--- src/sv/gzhp_pkg.sv ---
// ----------------------------------------------------------------------------
// gzhp_pkg
// Shared types, constants and helpers for the gzip member header parser.
// ----------------------------------------------------------------------------
package gzhp_pkg;

	// Parse phase. The numeric value of a phase is also the byte class that
	// a byte consumed in that phase carries on the output.
	typedef enum logic [2:0] {
		PH_FIXED   = 3'd0,
		PH_XLEN    = 3'd1,
		PH_XDATA   = 3'd2,
		PH_NAME    = 3'd3,
		PH_COMMENT = 3'd4,
		PH_HCRC    = 3'd5,
		PH_DONE    = 3'd6
	} phase_t;

	typedef enum logic [2:0] {
		ST_BUSY     = 3'd0,
		ST_OK       = 3'd1,
		ST_NOT_GZIP = 3'd2,
		ST_METHOD   = 3'd3,
		ST_CRC_BAD  = 3'd4
	} status_t;

	localparam logic [7:0]  MagicFirst    = 8'h1f;
	localparam logic [7:0]  MagicSecond   = 8'h8b;
	localparam logic [7:0]  MethodDeflate = 8'd8;
	localparam logic [3:0]  FixedLen      = 4'd10;
	localparam logic [31:0] CrcPreset     = 32'hffff_ffff;
	localparam logic [31:0] CrcPoly       = 32'hedb8_8320;

	// Bit positions inside the FLG byte.
	localparam int FlgHcrcBit    = 1;
	localparam int FlgExtraBit   = 2;
	localparam int FlgNameBit    = 3;
	localparam int FlgCommentBit = 4;

	// Field positions inside the fixed ten-byte header.
	localparam logic [3:0] PosMagic1 = 4'd0;
	localparam logic [3:0] PosMagic2 = 4'd1;
	localparam logic [3:0] PosMethod = 4'd2;
	localparam logic [3:0] PosFlags  = 4'd3;
	localparam logic [3:0] PosTimeHi = 4'd7;
	localparam logic [3:0] PosXfl    = 4'd8;

	// One result transaction.
	typedef struct packed {
		logic [2:0]  byte_class;
		logic [7:0]  payload_byte;
		logic [2:0]  status;
		logic [7:0]  header_flags;
		logic [31:0] mod_time;
		logic [7:0]  extra_flags;
		logic [7:0]  os_code;
		logic [15:0] running_crc;
	} result_t;

	// Next optional section that follows section 'from', or PH_DONE when the
	// header ends there.
	function automatic phase_t next_section(input phase_t from, input logic [7:0] flags);
		phase_t nxt;
		if (from < PH_XLEN && flags[FlgExtraBit]) begin
			nxt = PH_XLEN;
		end else if (from < PH_NAME && flags[FlgNameBit]) begin
			nxt = PH_NAME;
		end else if (from < PH_COMMENT && flags[FlgCommentBit]) begin
			nxt = PH_COMMENT;
		end else if (from < PH_HCRC && flags[FlgHcrcBit]) begin
			nxt = PH_HCRC;
		end else begin
			nxt = PH_DONE;
		end
		return nxt;
	endfunction

endpackage

--- src/sv/gzip_header_parser_core.sv ---
// ----------------------------------------------------------------------------
// gzip_header_parser_core
// gzip member header parser: checks magic and method, captures the fixed
// header fields, skips the extra field, tags name and comment bytes and
// checks the optional header CRC against a running CRC-32.
// ----------------------------------------------------------------------------
//
//  Channel  | Handshake            | Payload
//  ---------+----------------------+---------------------------------------
//  input    | in_valid / in_ready  | stream_byte, restart
//  output   | out_valid / out_ready| byte_class, payload_byte, status,
//           |                      | header_flags, mod_time, extra_flags,
//           |                      | os_code, running_crc
//
//  Every input transaction yields exactly one output transaction.
//  The byte is registered on accept, parsed from the input register (state
//  machine plus one byte-wide CRC-32 step), and the result is registered
//  for the output. Sustained rate is one byte per cycle while out_ready is high.
//  Reset (arst_n low) returns the parser to the start of a header with the
//  CRC preset to all ones; a byte flagged with restart does the same first.
//  An output stall holds the result register; the input stage still takes
//  one more byte, and in_ready drops only when both stages are full.
//
module gzip_header_parser_core (
	input  logic        clk,
	input  logic        arst_n,

	input  logic        in_valid,
	output logic        in_ready,
	input  logic [7:0]  stream_byte,
	input  logic        restart,

	output logic        out_valid,
	input  logic        out_ready,
	output logic [2:0]  byte_class,
	output logic [7:0]  payload_byte,
	output logic [2:0]  status,
	output logic [7:0]  header_flags,
	output logic [31:0] mod_time,
	output logic [7:0]  extra_flags,
	output logic [7:0]  os_code,
	output logic [15:0] running_crc
);

	// Input stage.
	logic              valid_s1;
	logic [7:0]        byte_s1;
	logic              restart_s1;

	// Result stage.
	logic              valid_s2;
	gzhp_pkg::result_t result_s2;

	gzhp_pkg::result_t parse_result;
	logic              adv_s2;
	logic              step;
	logic              in_xfer;

	// The result stage can load when it is empty or is being drained.
	assign adv_s2   = !valid_s2 || out_ready;
	assign step     = valid_s1 && adv_s2;
	assign in_ready = !valid_s1 || adv_s2;
	assign in_xfer  = in_valid && in_ready;

	always_ff @(posedge clk or negedge arst_n) begin
		if (!arst_n) begin
			valid_s1 <= 1'b0;
		end else if (in_ready) begin
			valid_s1 <= in_valid;
		end
	end

	always_ff @(posedge clk) begin
		if (in_xfer) begin
			byte_s1    <= stream_byte;
			restart_s1 <= restart;
		end
	end

	// The parser state advances exactly when a byte moves into the result stage.
	gzhp_parser u_parser (
		.clk        (clk),
		.arst_n     (arst_n),
		.step       (step),
		.byte_in    (byte_s1),
		.restart_in (restart_s1),
		.result     (parse_result)
	);

	always_ff @(posedge clk or negedge arst_n) begin
		if (!arst_n) begin
			valid_s2 <= 1'b0;
		end else if (adv_s2) begin
			valid_s2 <= valid_s1;
		end
	end

	always_ff @(posedge clk) begin
		if (step) begin
			result_s2 <= parse_result;
		end
	end

	assign out_valid    = valid_s2;
	assign byte_class   = result_s2.byte_class;
	assign payload_byte = result_s2.payload_byte;
	assign status       = result_s2.status;
	assign header_flags = result_s2.header_flags;
	assign mod_time     = result_s2.mod_time;
	assign extra_flags  = result_s2.extra_flags;
	assign os_code      = result_s2.os_code;
	assign running_crc  = result_s2.running_crc;

	// A parsed byte always shows up in the result stage on the next cycle.
	a_step_lands: assert property (@(posedge clk) disable iff (!arst_n)
		step |=> valid_s2)
		else $error("parsed byte lost before result stage");

	// Bytes past the header only appear once a final status is set.
	a_not_header_status: assert property (@(posedge clk) disable iff (!arst_n)
		(valid_s2 && result_s2.byte_class == 3'(gzhp_pkg::PH_DONE))
			|-> result_s2.status != 3'(gzhp_pkg::ST_BUSY))
		else $error("non-header byte while still busy");

	// Both stages full means the input side must be held off.
	a_full_backpressure: assert property (@(posedge clk) disable iff (!arst_n)
		(valid_s1 && valid_s2 && !out_ready) |-> !in_ready)
		else $error("input accepted with both stages full");

endmodule

--- src/sv/gzhp_crc.sv ---
// ----------------------------------------------------------------------------
// gzhp_crc
// Reflected CRC-32 update for one data byte (polynomial 0xEDB88320).
// ----------------------------------------------------------------------------
module gzhp_crc (
	input  logic [31:0] crc_in,
	input  logic [7:0]  data,
	output logic [31:0] crc_out
);

	always_comb begin
		logic [31:0] c;
		c = crc_in ^ {24'd0, data};
		for (int i = 0; i < 8; i++) begin
			c = (c >> 1) ^ (gzhp_pkg::CrcPoly & {32{c[0]}});
		end
		crc_out = c;
	end

endmodule

--- src/sv/gzhp_parser.sv ---
// ----------------------------------------------------------------------------
// gzhp_parser
// Header state machine, captured fields and CRC register. Consumes one byte
// per step and presents the result of that byte combinationally.
// ----------------------------------------------------------------------------
module gzhp_parser (
	input  logic                clk,
	input  logic                arst_n,
	input  logic                step,
	input  logic [7:0]          byte_in,
	input  logic                restart_in,
	output gzhp_pkg::result_t   result
);

	gzhp_pkg::phase_t  phase_q, base_phase, phase_d;
	gzhp_pkg::status_t status_q, base_status, status_d;
	logic [3:0]  count_q, base_count, count_d;
	logic [7:0]  flags_q, base_flags, flags_d;
	logic [31:0] time_q, base_time, time_d;
	logic [7:0]  xfl_q, base_xfl, xfl_d;
	logic [7:0]  os_q, base_os, os_d;
	logic [15:0] xleft_q, base_xleft, xleft_d;
	logic [31:0] crc_q, base_crc, crc_d, crc_upd;
	logic [7:0]  crc_lo_q, base_crc_lo, crc_lo_d;
	logic [3:0]  count_inc;
	logic [15:0] xleft_dec;
	logic [15:0] xlen_full;

	// A restart byte is parsed against freshly reset state.
	always_comb begin
		if (restart_in) begin
			base_phase  = gzhp_pkg::PH_FIXED;
			base_status = gzhp_pkg::ST_BUSY;
			base_count  = 4'd0;
			base_flags  = 8'd0;
			base_time   = 32'd0;
			base_xfl    = 8'd0;
			base_os     = 8'd0;
			base_xleft  = 16'd0;
			base_crc    = gzhp_pkg::CrcPreset;
			base_crc_lo = 8'd0;
		end else begin
			base_phase  = phase_q;
			base_status = status_q;
			base_count  = count_q;
			base_flags  = flags_q;
			base_time   = time_q;
			base_xfl    = xfl_q;
			base_os     = os_q;
			base_xleft  = xleft_q;
			base_crc    = crc_q;
			base_crc_lo = crc_lo_q;
		end
	end

	gzhp_crc u_crc (
		.crc_in  (base_crc),
		.data    (byte_in),
		.crc_out (crc_upd)
	);

	assign count_inc = base_count + 4'd1;
	assign xleft_dec = base_xleft - 16'd1;
	assign xlen_full = base_xleft | {byte_in, 8'd0};

	// Next state.
	always_comb begin
		phase_d  = base_phase;
		status_d = base_status;
		count_d  = base_count;
		flags_d  = base_flags;
		time_d   = base_time;
		xfl_d    = base_xfl;
		os_d     = base_os;
		xleft_d  = base_xleft;
		crc_lo_d = base_crc_lo;
		crc_d    = (base_phase <= gzhp_pkg::PH_COMMENT) ? crc_upd : base_crc;

		unique case (base_phase)
			gzhp_pkg::PH_FIXED: begin
				if (base_count == gzhp_pkg::PosMagic1 && byte_in != gzhp_pkg::MagicFirst) begin
					phase_d  = gzhp_pkg::PH_DONE;
					status_d = gzhp_pkg::ST_NOT_GZIP;
				end else if (base_count == gzhp_pkg::PosMagic2
						&& byte_in != gzhp_pkg::MagicSecond) begin
					phase_d  = gzhp_pkg::PH_DONE;
					status_d = gzhp_pkg::ST_NOT_GZIP;
				end else if (base_count == gzhp_pkg::PosMethod
						&& byte_in != gzhp_pkg::MethodDeflate) begin
					phase_d  = gzhp_pkg::PH_DONE;
					status_d = gzhp_pkg::ST_METHOD;
				end else begin
					if (base_count == gzhp_pkg::PosFlags) begin
						flags_d = byte_in;
					end else if (base_count > gzhp_pkg::PosFlags
							&& base_count <= gzhp_pkg::PosTimeHi) begin
						time_d = base_time | ({24'd0, byte_in} << {base_count[1:0], 3'b000});
					end else if (base_count == gzhp_pkg::PosXfl) begin
						xfl_d = byte_in;
					end else if (base_count > gzhp_pkg::PosXfl) begin
						os_d = byte_in;
					end
					count_d = count_inc;
					if (count_inc >= gzhp_pkg::FixedLen) begin
						count_d = 4'd0;
						phase_d = gzhp_pkg::next_section(gzhp_pkg::PH_FIXED, base_flags);
					end
				end
			end
			gzhp_pkg::PH_XLEN: begin
				if (base_count == 4'd0) begin
					xleft_d = {8'd0, byte_in};
					count_d = 4'd1;
				end else begin
					xleft_d = xlen_full;
					count_d = 4'd0;
					if (xlen_full == 16'd0) begin
						phase_d = gzhp_pkg::next_section(gzhp_pkg::PH_XDATA, base_flags);
					end else begin
						phase_d = gzhp_pkg::PH_XDATA;
					end
				end
			end
			gzhp_pkg::PH_XDATA: begin
				xleft_d = xleft_dec;
				if (xleft_dec == 16'd0) begin
					count_d = 4'd0;
					phase_d = gzhp_pkg::next_section(gzhp_pkg::PH_XDATA, base_flags);
				end
			end
			gzhp_pkg::PH_NAME: begin
				if (byte_in == 8'd0) begin
					count_d = 4'd0;
					phase_d = gzhp_pkg::next_section(gzhp_pkg::PH_NAME, base_flags);
				end
			end
			gzhp_pkg::PH_COMMENT: begin
				if (byte_in == 8'd0) begin
					count_d = 4'd0;
					phase_d = gzhp_pkg::next_section(gzhp_pkg::PH_COMMENT, base_flags);
				end
			end
			gzhp_pkg::PH_HCRC: begin
				if (base_count == 4'd0) begin
					crc_lo_d = byte_in;
					count_d  = 4'd1;
				end else begin
					count_d = 4'd0;
					phase_d = gzhp_pkg::PH_DONE;
					if ({byte_in, base_crc_lo} == ~base_crc[15:0]) begin
						status_d = gzhp_pkg::ST_OK;
					end else begin
						status_d = gzhp_pkg::ST_CRC_BAD;
					end
				end
			end
			default: begin
				phase_d = gzhp_pkg::PH_DONE;
			end
		endcase

		// Running out of sections marks the header complete.
		if (phase_d == gzhp_pkg::PH_DONE && base_phase != gzhp_pkg::PH_DONE
				&& status_d == gzhp_pkg::ST_BUSY) begin
			status_d = gzhp_pkg::ST_OK;
		end
	end

	// Outputs for the byte being consumed.
	always_comb begin
		result.byte_class   = 3'(base_phase);
		result.payload_byte = byte_in;
		result.status       = 3'(status_d);
		result.header_flags = flags_d;
		result.mod_time     = time_d;
		result.extra_flags  = xfl_d;
		result.os_code      = os_d;
		result.running_crc  = ~crc_d[15:0];
	end

	always_ff @(posedge clk or negedge arst_n) begin
		if (!arst_n) begin
			phase_q  <= gzhp_pkg::PH_FIXED;
			status_q <= gzhp_pkg::ST_BUSY;
			count_q  <= 4'd0;
			flags_q  <= 8'd0;
			time_q   <= 32'd0;
			xfl_q    <= 8'd0;
			os_q     <= 8'd0;
			xleft_q  <= 16'd0;
			crc_q    <= gzhp_pkg::CrcPreset;
			crc_lo_q <= 8'd0;
		end else if (step) begin
			phase_q  <= phase_d;
			status_q <= status_d;
			count_q  <= count_d;
			flags_q  <= flags_d;
			time_q   <= time_d;
			xfl_q    <= xfl_d;
			os_q     <= os_d;
			xleft_q  <= xleft_d;
			crc_q    <= crc_d;
			crc_lo_q <= crc_lo_d;
		end
	end

	// A finished or failed header always carries a final status.
	a_done_has_status: assert property (@(posedge clk) disable iff (!arst_n)
		phase_q == gzhp_pkg::PH_DONE |-> status_q != gzhp_pkg::ST_BUSY)
		else $error("done phase with busy status");

	// The fixed header position never runs past its ten bytes.
	a_count_range: assert property (@(posedge clk) disable iff (!arst_n)
		count_q < gzhp_pkg::FixedLen)
		else $error("byte counter out of range");

	// Two-byte sections only ever count to one.
	a_pair_count: assert property (@(posedge clk) disable iff (!arst_n)
		(phase_q == gzhp_pkg::PH_XLEN || phase_q == gzhp_pkg::PH_HCRC) |-> count_q <= 4'd1)
		else $error("pair counter out of range");

endmodule
--- config.mk ---
export PLATFORM = sky130hd
export DESIGN_NAME = gzip_header_parser_core
export DESIGN_NICKNAME = d
export VERILOG_FILES = /design/src/sv/gzhp_pkg.sv /design/src/sv/gzip_header_parser_core.sv /design/src/sv/gzhp_crc.sv /design/src/sv/gzhp_parser.sv
export SDC_FILE = /design/constraint.sdc
export NUM_CORES = 1
export LEC_CHECK = 0
export BUFFER_PORTS_ARGS = -buffer_cell sky130_fd_sc_hd__clkbuf_2
export CORE_MARGIN = 1.5
export CORE_UTILIZATION = 65
export DETAILED_ROUTE_END_ITERATION = 16
export PLACE_DENSITY = 0.92
export SLEW_MARGIN = 20
export SYNTH_ARGS = -nofsm -noshare
export SYNTH_HDL_FRONTEND = slang
export SYNTH_HIERARCHICAL = 1
export SYNTH_SLANG_ARGS = --single-unit
--- constraint.sdc ---
create_clock -name clk -period 6.4 [get_ports clk]
set_clock_uncertainty 0.1 [all_clocks]
set_input_delay 0.64 -clock clk [delete_from_list [all_inputs] [get_ports clk]]
set_output_delay 0.64 -clock clk [all_outputs]
set_load 0.02 [all_outputs]
# Yosys cells after proc, flatten, opt, wreduce, memory -nomap -nowiden
# Index checks and enable logic that the tools add are counted.
[word_totals] in_bits=13 output_inout_bits=88 elab_cells=149 reg_bits=219
[classes] bitwise=13 order_cmp=5 eq_ne=15 mux=71 shifts=1 add_sub_neg=2 n_reduce_logical=20
[op_table] op="32-bit 2-to-1 mux" count=9
[op_table] op="31-bit by 32-bit bitwise XOR with 32-bit output" count=8
[op_table] op="8-bit 2-to-1 mux" count=26
[op_table] op="3-bit 2-to-1 mux" count=21
[op_table] op="16-bit logical NOT" count=2
[op_table] op="16-bit 2-to-1 mux" count=2
[op_table] op="16-bit inverter" count=2
[op_table] op="32-bit bitwise OR" count=1
[op_table] op="16-bit one-hot mux with 2 select lines" count=1
[op_table] op="8-bit by 5-bit << shifter with 32-bit output" count=1
[op_table] op="32-bit by 8-bit bitwise XOR with 32-bit output" count=1
[op_table] op="4-bit 2-to-1 mux" count=7
[op_table] op="3-bit one-hot mux with 6 select lines" count=1
[op_table] op="16-bit == test" count=1
[op_table] op="16-bit bitwise OR" count=1
[op_table] op="4-bit one-hot mux with 4 select lines" count=1
[op_table] op="16-bit by 1-bit subtractor with 16-bit output, second input constant" count=1
[op_table] op="3-bit == test, second input constant" count=3
[op_table] op="4-bit by 2-bit == test with 1-bit output, second input constant" count=2
[op_table] op="1-bit logical AND" count=8
[op_table] op="8-bit logical NOT" count=1
[op_table] op="8-bit by 4-bit != test with 1-bit output, second input constant" count=1
[op_table] op="8-bit by 5-bit != test with 1-bit output, second input constant" count=1
[op_table] op="8-bit != test, second input constant" count=1
[op_table] op="19 further kinds" count=24

# Longest topological paths before layout
[logic_depth] ltp_word=14 ltp_mapped=16 mapped_depth_nobuf=12

# Cells and area by module
# Netlist, hierarchy kept.
[by_module_without_submodules] mod="gzhp_parser" area_per_inst_um2=7589.8 cells_per_inst=869 seq_area_each_um2=3093.0 instances=1
[by_module_without_submodules] mod="gzip_header_parser_core" area_per_inst_um2=2956.6 cells_per_inst=103 seq_area_each_um2=2902.8 instances=1
[by_module_without_submodules] mod="gzhp_crc" area_per_inst_um2=812.0 cells_per_inst=71 seq_area_each_um2=0.0 instances=1

# Least setup slack after synthesis
# OpenSTA, ideal clock, no wires.
[synth_timing] kind="input-to-reg" startpoint="in out_ready" endpoint="reg u_parser.crc_q[17]" slack_ns=2.109 t_arrival_ns=4.109 stages=5 setup_ns=0.082 t_required_ns=6.218 path_buffers=1 cell_sequence="nand2b_1 > and2_1 > nand2_1 > clkbuf_1 > mux2_2"
[synth_via] elab_chain_cells=2
[synth_lines] item="from (decl)" line="gzip_header_parser_core.sv:34" text="input logic out_ready,"
[synth_lines] item="1-bit logical OR" line="gzip_header_parser_core.sv:60" text="assign adv_s2 = !valid_s2 || out_ready;"
[synth_lines] item="1-bit logical AND" line="gzip_header_parser_core.sv:61" text="assign step = valid_s1 && adv_s2;"
[synth_lines] item="via step" line="gzip_header_parser_core.sv:56" text="logic step;"
[synth_lines] item="to (signal assigned)" line="gzhp_parser.sv:191" text="crc_q <= gzhp_pkg::CrcPreset;"
[synth_lines] item="to (signal assigned)" line="gzhp_parser.sv:202" text="crc_q <= crc_d;"
[synth_lines] item="to (decl)" line="gzhp_parser.sv:23" text="logic [31:0] crc_q, base_crc, crc_d, crc_upd;"
# The timed path passes the listed nets, and every way through them passes these cells.
# A chain may end at the register's enable or synchronous reset.

# Worst setup path in the final report
[layout_timing] startpoint="reg restart_s1" endpoint="reg u_parser.time_q[29]"
[layout_via] elab_chain_cells=9 elab_cells_between_ends=22 cone_classes="2 x order compare; 3 x eq/ne; 1 x shift; 9 x mux; 1 x bitwise; 6 x reduce/logical"
[layout_lines] item="from (decl)" line="gzip_header_parser_core.sv:48" text="logic restart_s1;"
[layout_lines] item="from (signal assigned)" line="gzip_header_parser_core.sv:76" text="restart_s1 <= restart;"
[layout_lines] item="4-bit 2-to-1 mux" line="gzhp_parser.sv:31" text="if (restart_in) begin"
[layout_lines] item="8-bit by 5-bit << shifter with 32-bit output, or another cell as far along" line="gzhp_parser.sv:97" text="time_d = base_time | ({24'd0, byte_in} << {base_count[1:0], 3'b000});"
[layout_lines] item="32-bit bitwise OR / 1-bit logical AND (equally long branches)" line="gzhp_parser.sv:97, gzhp_parser.sv:96"
[layout_lines] item="32-bit 2-to-1 mux" line="gzhp_parser.sv:95" text="end else if (base_count > gzhp_pkg::PosFlags"
[layout_lines] item="32-bit 2-to-1 mux" line="gzhp_parser.sv:93" text="if (base_count == gzhp_pkg::PosFlags) begin"
[layout_lines] item="32-bit 2-to-1 mux" line="gzhp_parser.sv:88" text="end else if (base_count == gzhp_pkg::PosMethod"
[layout_lines] item="32-bit 2-to-1 mux" line="gzhp_parser.sv:84" text="end else if (base_count == gzhp_pkg::PosMagic2"
[layout_lines] item="32-bit 2-to-1 mux" line="gzhp_parser.sv:81" text="if (base_count == gzhp_pkg::PosMagic1 && byte_in != gzhp_pkg::MagicFirst) begin"
[layout_lines] item="32-bit 2-to-1 mux (*)" line="gzhp_parser.sv:79" text="unique case (base_phase)"
[layout_lines] item="to (signal assigned)" line="gzhp_parser.sv:198" text="time_q <= time_d;"
[layout_lines] item="to (decl)" line="gzhp_parser.sv:19" text="logic [31:0] time_q, base_time, time_d;"
# Mark *: on every way between the ends. The rest lies on a longest branch, timed or not.

==> results.toml <==
[route]
drcViolationCount = 0
ant_nets = 0
wl_um = 27600
via_count = 8558
post_drt_wl_per_cell_um = 20.4
drt-pass1-iter-count = 5
via_per_inst = 6.33
drtIter0Drc = 805

[clocking]
root_buffer = "clkbuf_16"
clkLatencyLatePin_ps = 510
cts_made_buffers = 22
hold_buffers = 0
cts_tree = "yes"
clock_sinks = 219
cts-resized-gates = 0
htree_num_levels = 1
clk_pin_slew_worst_paths_ps = 60
post-cts-setup-buffers = 0
clock_path_buffers = 3

[critical_path]
path_class = "flip-flop to flip-flop"
crit_start = "restart_s1"
cp_slowest_cell = "inv_2"
reg2reg_to = "u_parser/time_q[29]"
cp.required_ps = 6740
worstPathArrival_ps = 4380
endpoint = "u_parser/time_q[29]"
cp-end-kind = "flip-flop"
crit_chain = "inv_2, nand2_1, ha_1, inv_1, a41oi_1, o21a_1, or3_4, a21oi_1, and3_1, and2_1, a22o_1"
crit_fanout = 45
timing.rr.start = "restart_s1"
startpoint_type = "flip-flop"
r2r_slack_ps = 2360
slowest_delay_ps = 640
r2r_cells = 11

[global_routing]
grt_usage_pct = 30.6
grt_max_degree = 84
antenna_found_initial = 0
grt_pass1_wl_um = 43700
grt_remaining_overflow = 0
grt_pass1_vias = 8316

[die]
dieArea_um2 = 18300
io-pin-count = 101
start_util_pct = 66.1
rows = 48
coreArea_um2 = 17200
die_h_um = 135
die_x_um = 135

[finish]
n_antenna_cell = 0
final_common_cell = "nor2_1"
layout_common_cells = "136 x nor2_1, 99 x clkbuf_2, 95 x edfxtp_1, 92 x dfrtp_1, 69 x nand2_1"
instances_no_fill = 1353
syn2layout_area_growth_pct = 11.8
drive_gt1_share_pct = 24.9
nNetsFinal = 1131
nFillCells = 1166

[pwr]
irDropWorstVdd_uv = 350
p_leak_uw = 0.00529
p_per_area_nw_per_um2 = 434

[timing]
fmax_mhz = 247
slew_violations = 0
finalHoldViolations = 0
fin_crit_ps = 4040
tns_ps = 0
setup_viol = 0
fin_crit_sh_pct = 63.2
max-slew-margin-rel_pct = 30.4
worst_slew_pin_slew_ps = 1040
rsz0062_at_grt = "no"

[worst_hold_path]
hold_class = "input port to asynchronous set/reset pin"

[logic_synthesis]
ys_types = 81
synth_warnings = 6
synth_flop_cell = "edfxtp_1"
synth_edf_count = 95
syn_area_per_cell_um2 = 10.9
ys_ff_latch = 219
syn_inst = 1043
synth-async-reset-ratio_pct = 56.6
yosysSeqAreaShare_pct = 52.8
syn-num-nets = 1062
syn_area_um2 = 11400

[outcome]
outcome = "complete, no violations"

[place]
gp_congestion = 0.970
dp_hpwl_um = 17500
io_buffers = 100
dp_cells = 1313

[run]
drv_cap = 0
sequential cells by signal (all words and copies together), names as in the netlist, 4 cells and up:
signal             count
u_parser/crc_lo_q      8
u_parser/os_q          8
extra_flags            8
u_parser/crc_q        32
u_parser/xleft_q      16
u_parser/xfl_q         8
os_code                8
mod_time              32
u_parser/count_q       4
u_parser/time_q       32
running_crc           16
u_parser/flags_q       8
header_flags           8
payload_byte           8
byte_s1                8
critical path: cells and delay by family (launching register included):
kind | cells | cell delay, ps
AOI/OAI and AO/OA | 4 | 730
adders and majority gates | 1 | 350
buffers and inverters | 2 | 790
DFF | 1 | 550
and+or+nand+nor | 4 | 1470
Yosys cell counts, types with 12 or more instances:
| cell | instances | area [um2] |
|---|---|---|
| nor2_1 | 136 | 510 |
| edfxtp_1 | 95 | 2850 |
| dfrtp_1 | 92 | 2300 |
| nand2_1 | 69 | 259 |
| xnor2_1 | 61 | 534 |
| a22o_1 | 58 | 508 |
| a21oi_1 | 49 | 245 |
| clkbuf_1 | 47 | 176 |
| o21ai_0 | 46 | 230 |
| mux2_2 | 45 | 507 |
| inv_1 | 42 | 158 |
| dfstp_2 | 32 | 841 |
| or2_2 | 19 | 119 |
| nor3_1 | 16 | 80.1 |
| xor2_1 | 14 | 123 |
| nand3_1 | 13 | 65.1 |
| nor2b_1 | 12 | 75.1 |
where the power goes:
part / internal, uW / total [uW] / switching, uW
combinational: 874 / 2070 / 1200
sequential: 1870 / 2120 / 248
clock: 783 / 1320 / 538
through the flow:
step	hold WS (ps)	setup slack (ps)	cell area, um2	power [uW]	utilization (%)
2_1_floorplan	244	2110	11400	3670	-
4_1_cts	192	2430	12700	5500	73.8
6_report	64.0	2360	12700	5510	73.9
3_3_place_gp	366	2590	11900	4070	69.5
5_1_grt	138	2150	12700	5790	73.9
3_5_place_dp	367	2460	11900	4150	69.5
how the worst min path moves through the flow:
stage / startpoint / to / slack (ps) / cells after the start
after global placement: u_parser/xfl_q[2] / u_parser/xfl_q[2] / 370 / 1
final: arst_n / out_valid / 60 / 1
after detailed placement: u_parser/xfl_q[7] / u_parser/xfl_q[7] / 370 / 1
after floorplan: arst_n / out_valid / 240 / 0
after CTS: stream_byte[6] / byte_s1[6] / 190 / 1
after global routing: arst_n / out_valid / 140 / 1
kinds of logic after synthesis:
logic type	synth area share, %
xor+xnor	8.61
flops	52.8
fa+ha+maj	0.661
compound gates	14.6
mux	5.25
buf+inv	4.42
simple gates	13.6
final cells by class:
| class | count | area, um2 | share of cell area [%] |
|---|---|---|---|
| clock inverter | 10 | 135 | 1.06 |
| sequential | 219 | 6000 | 47.2 |
| tap | 225 | 282 | 2.22 |
| timing repair buffer | 118 | 642 | 5.06 |
| clock buffer | 30 | 602 | 4.74 |
| inverter | 43 | 161 | 1.27 |
| multi-input combinational | 708 | 4880 | 38.4 |
per-layer routing:
| layer | routed length (um) | track usage [%] |
|---|---|---|
| met5 | 0 | 0 |
| met2 | 13100 | 49.5 |
| met3 | 2110 | 3.74 |
| met1 | 11200 | 41.5 |
| met4 | 1120 | 14.2 |
Power figures use the tool's default switching activity.
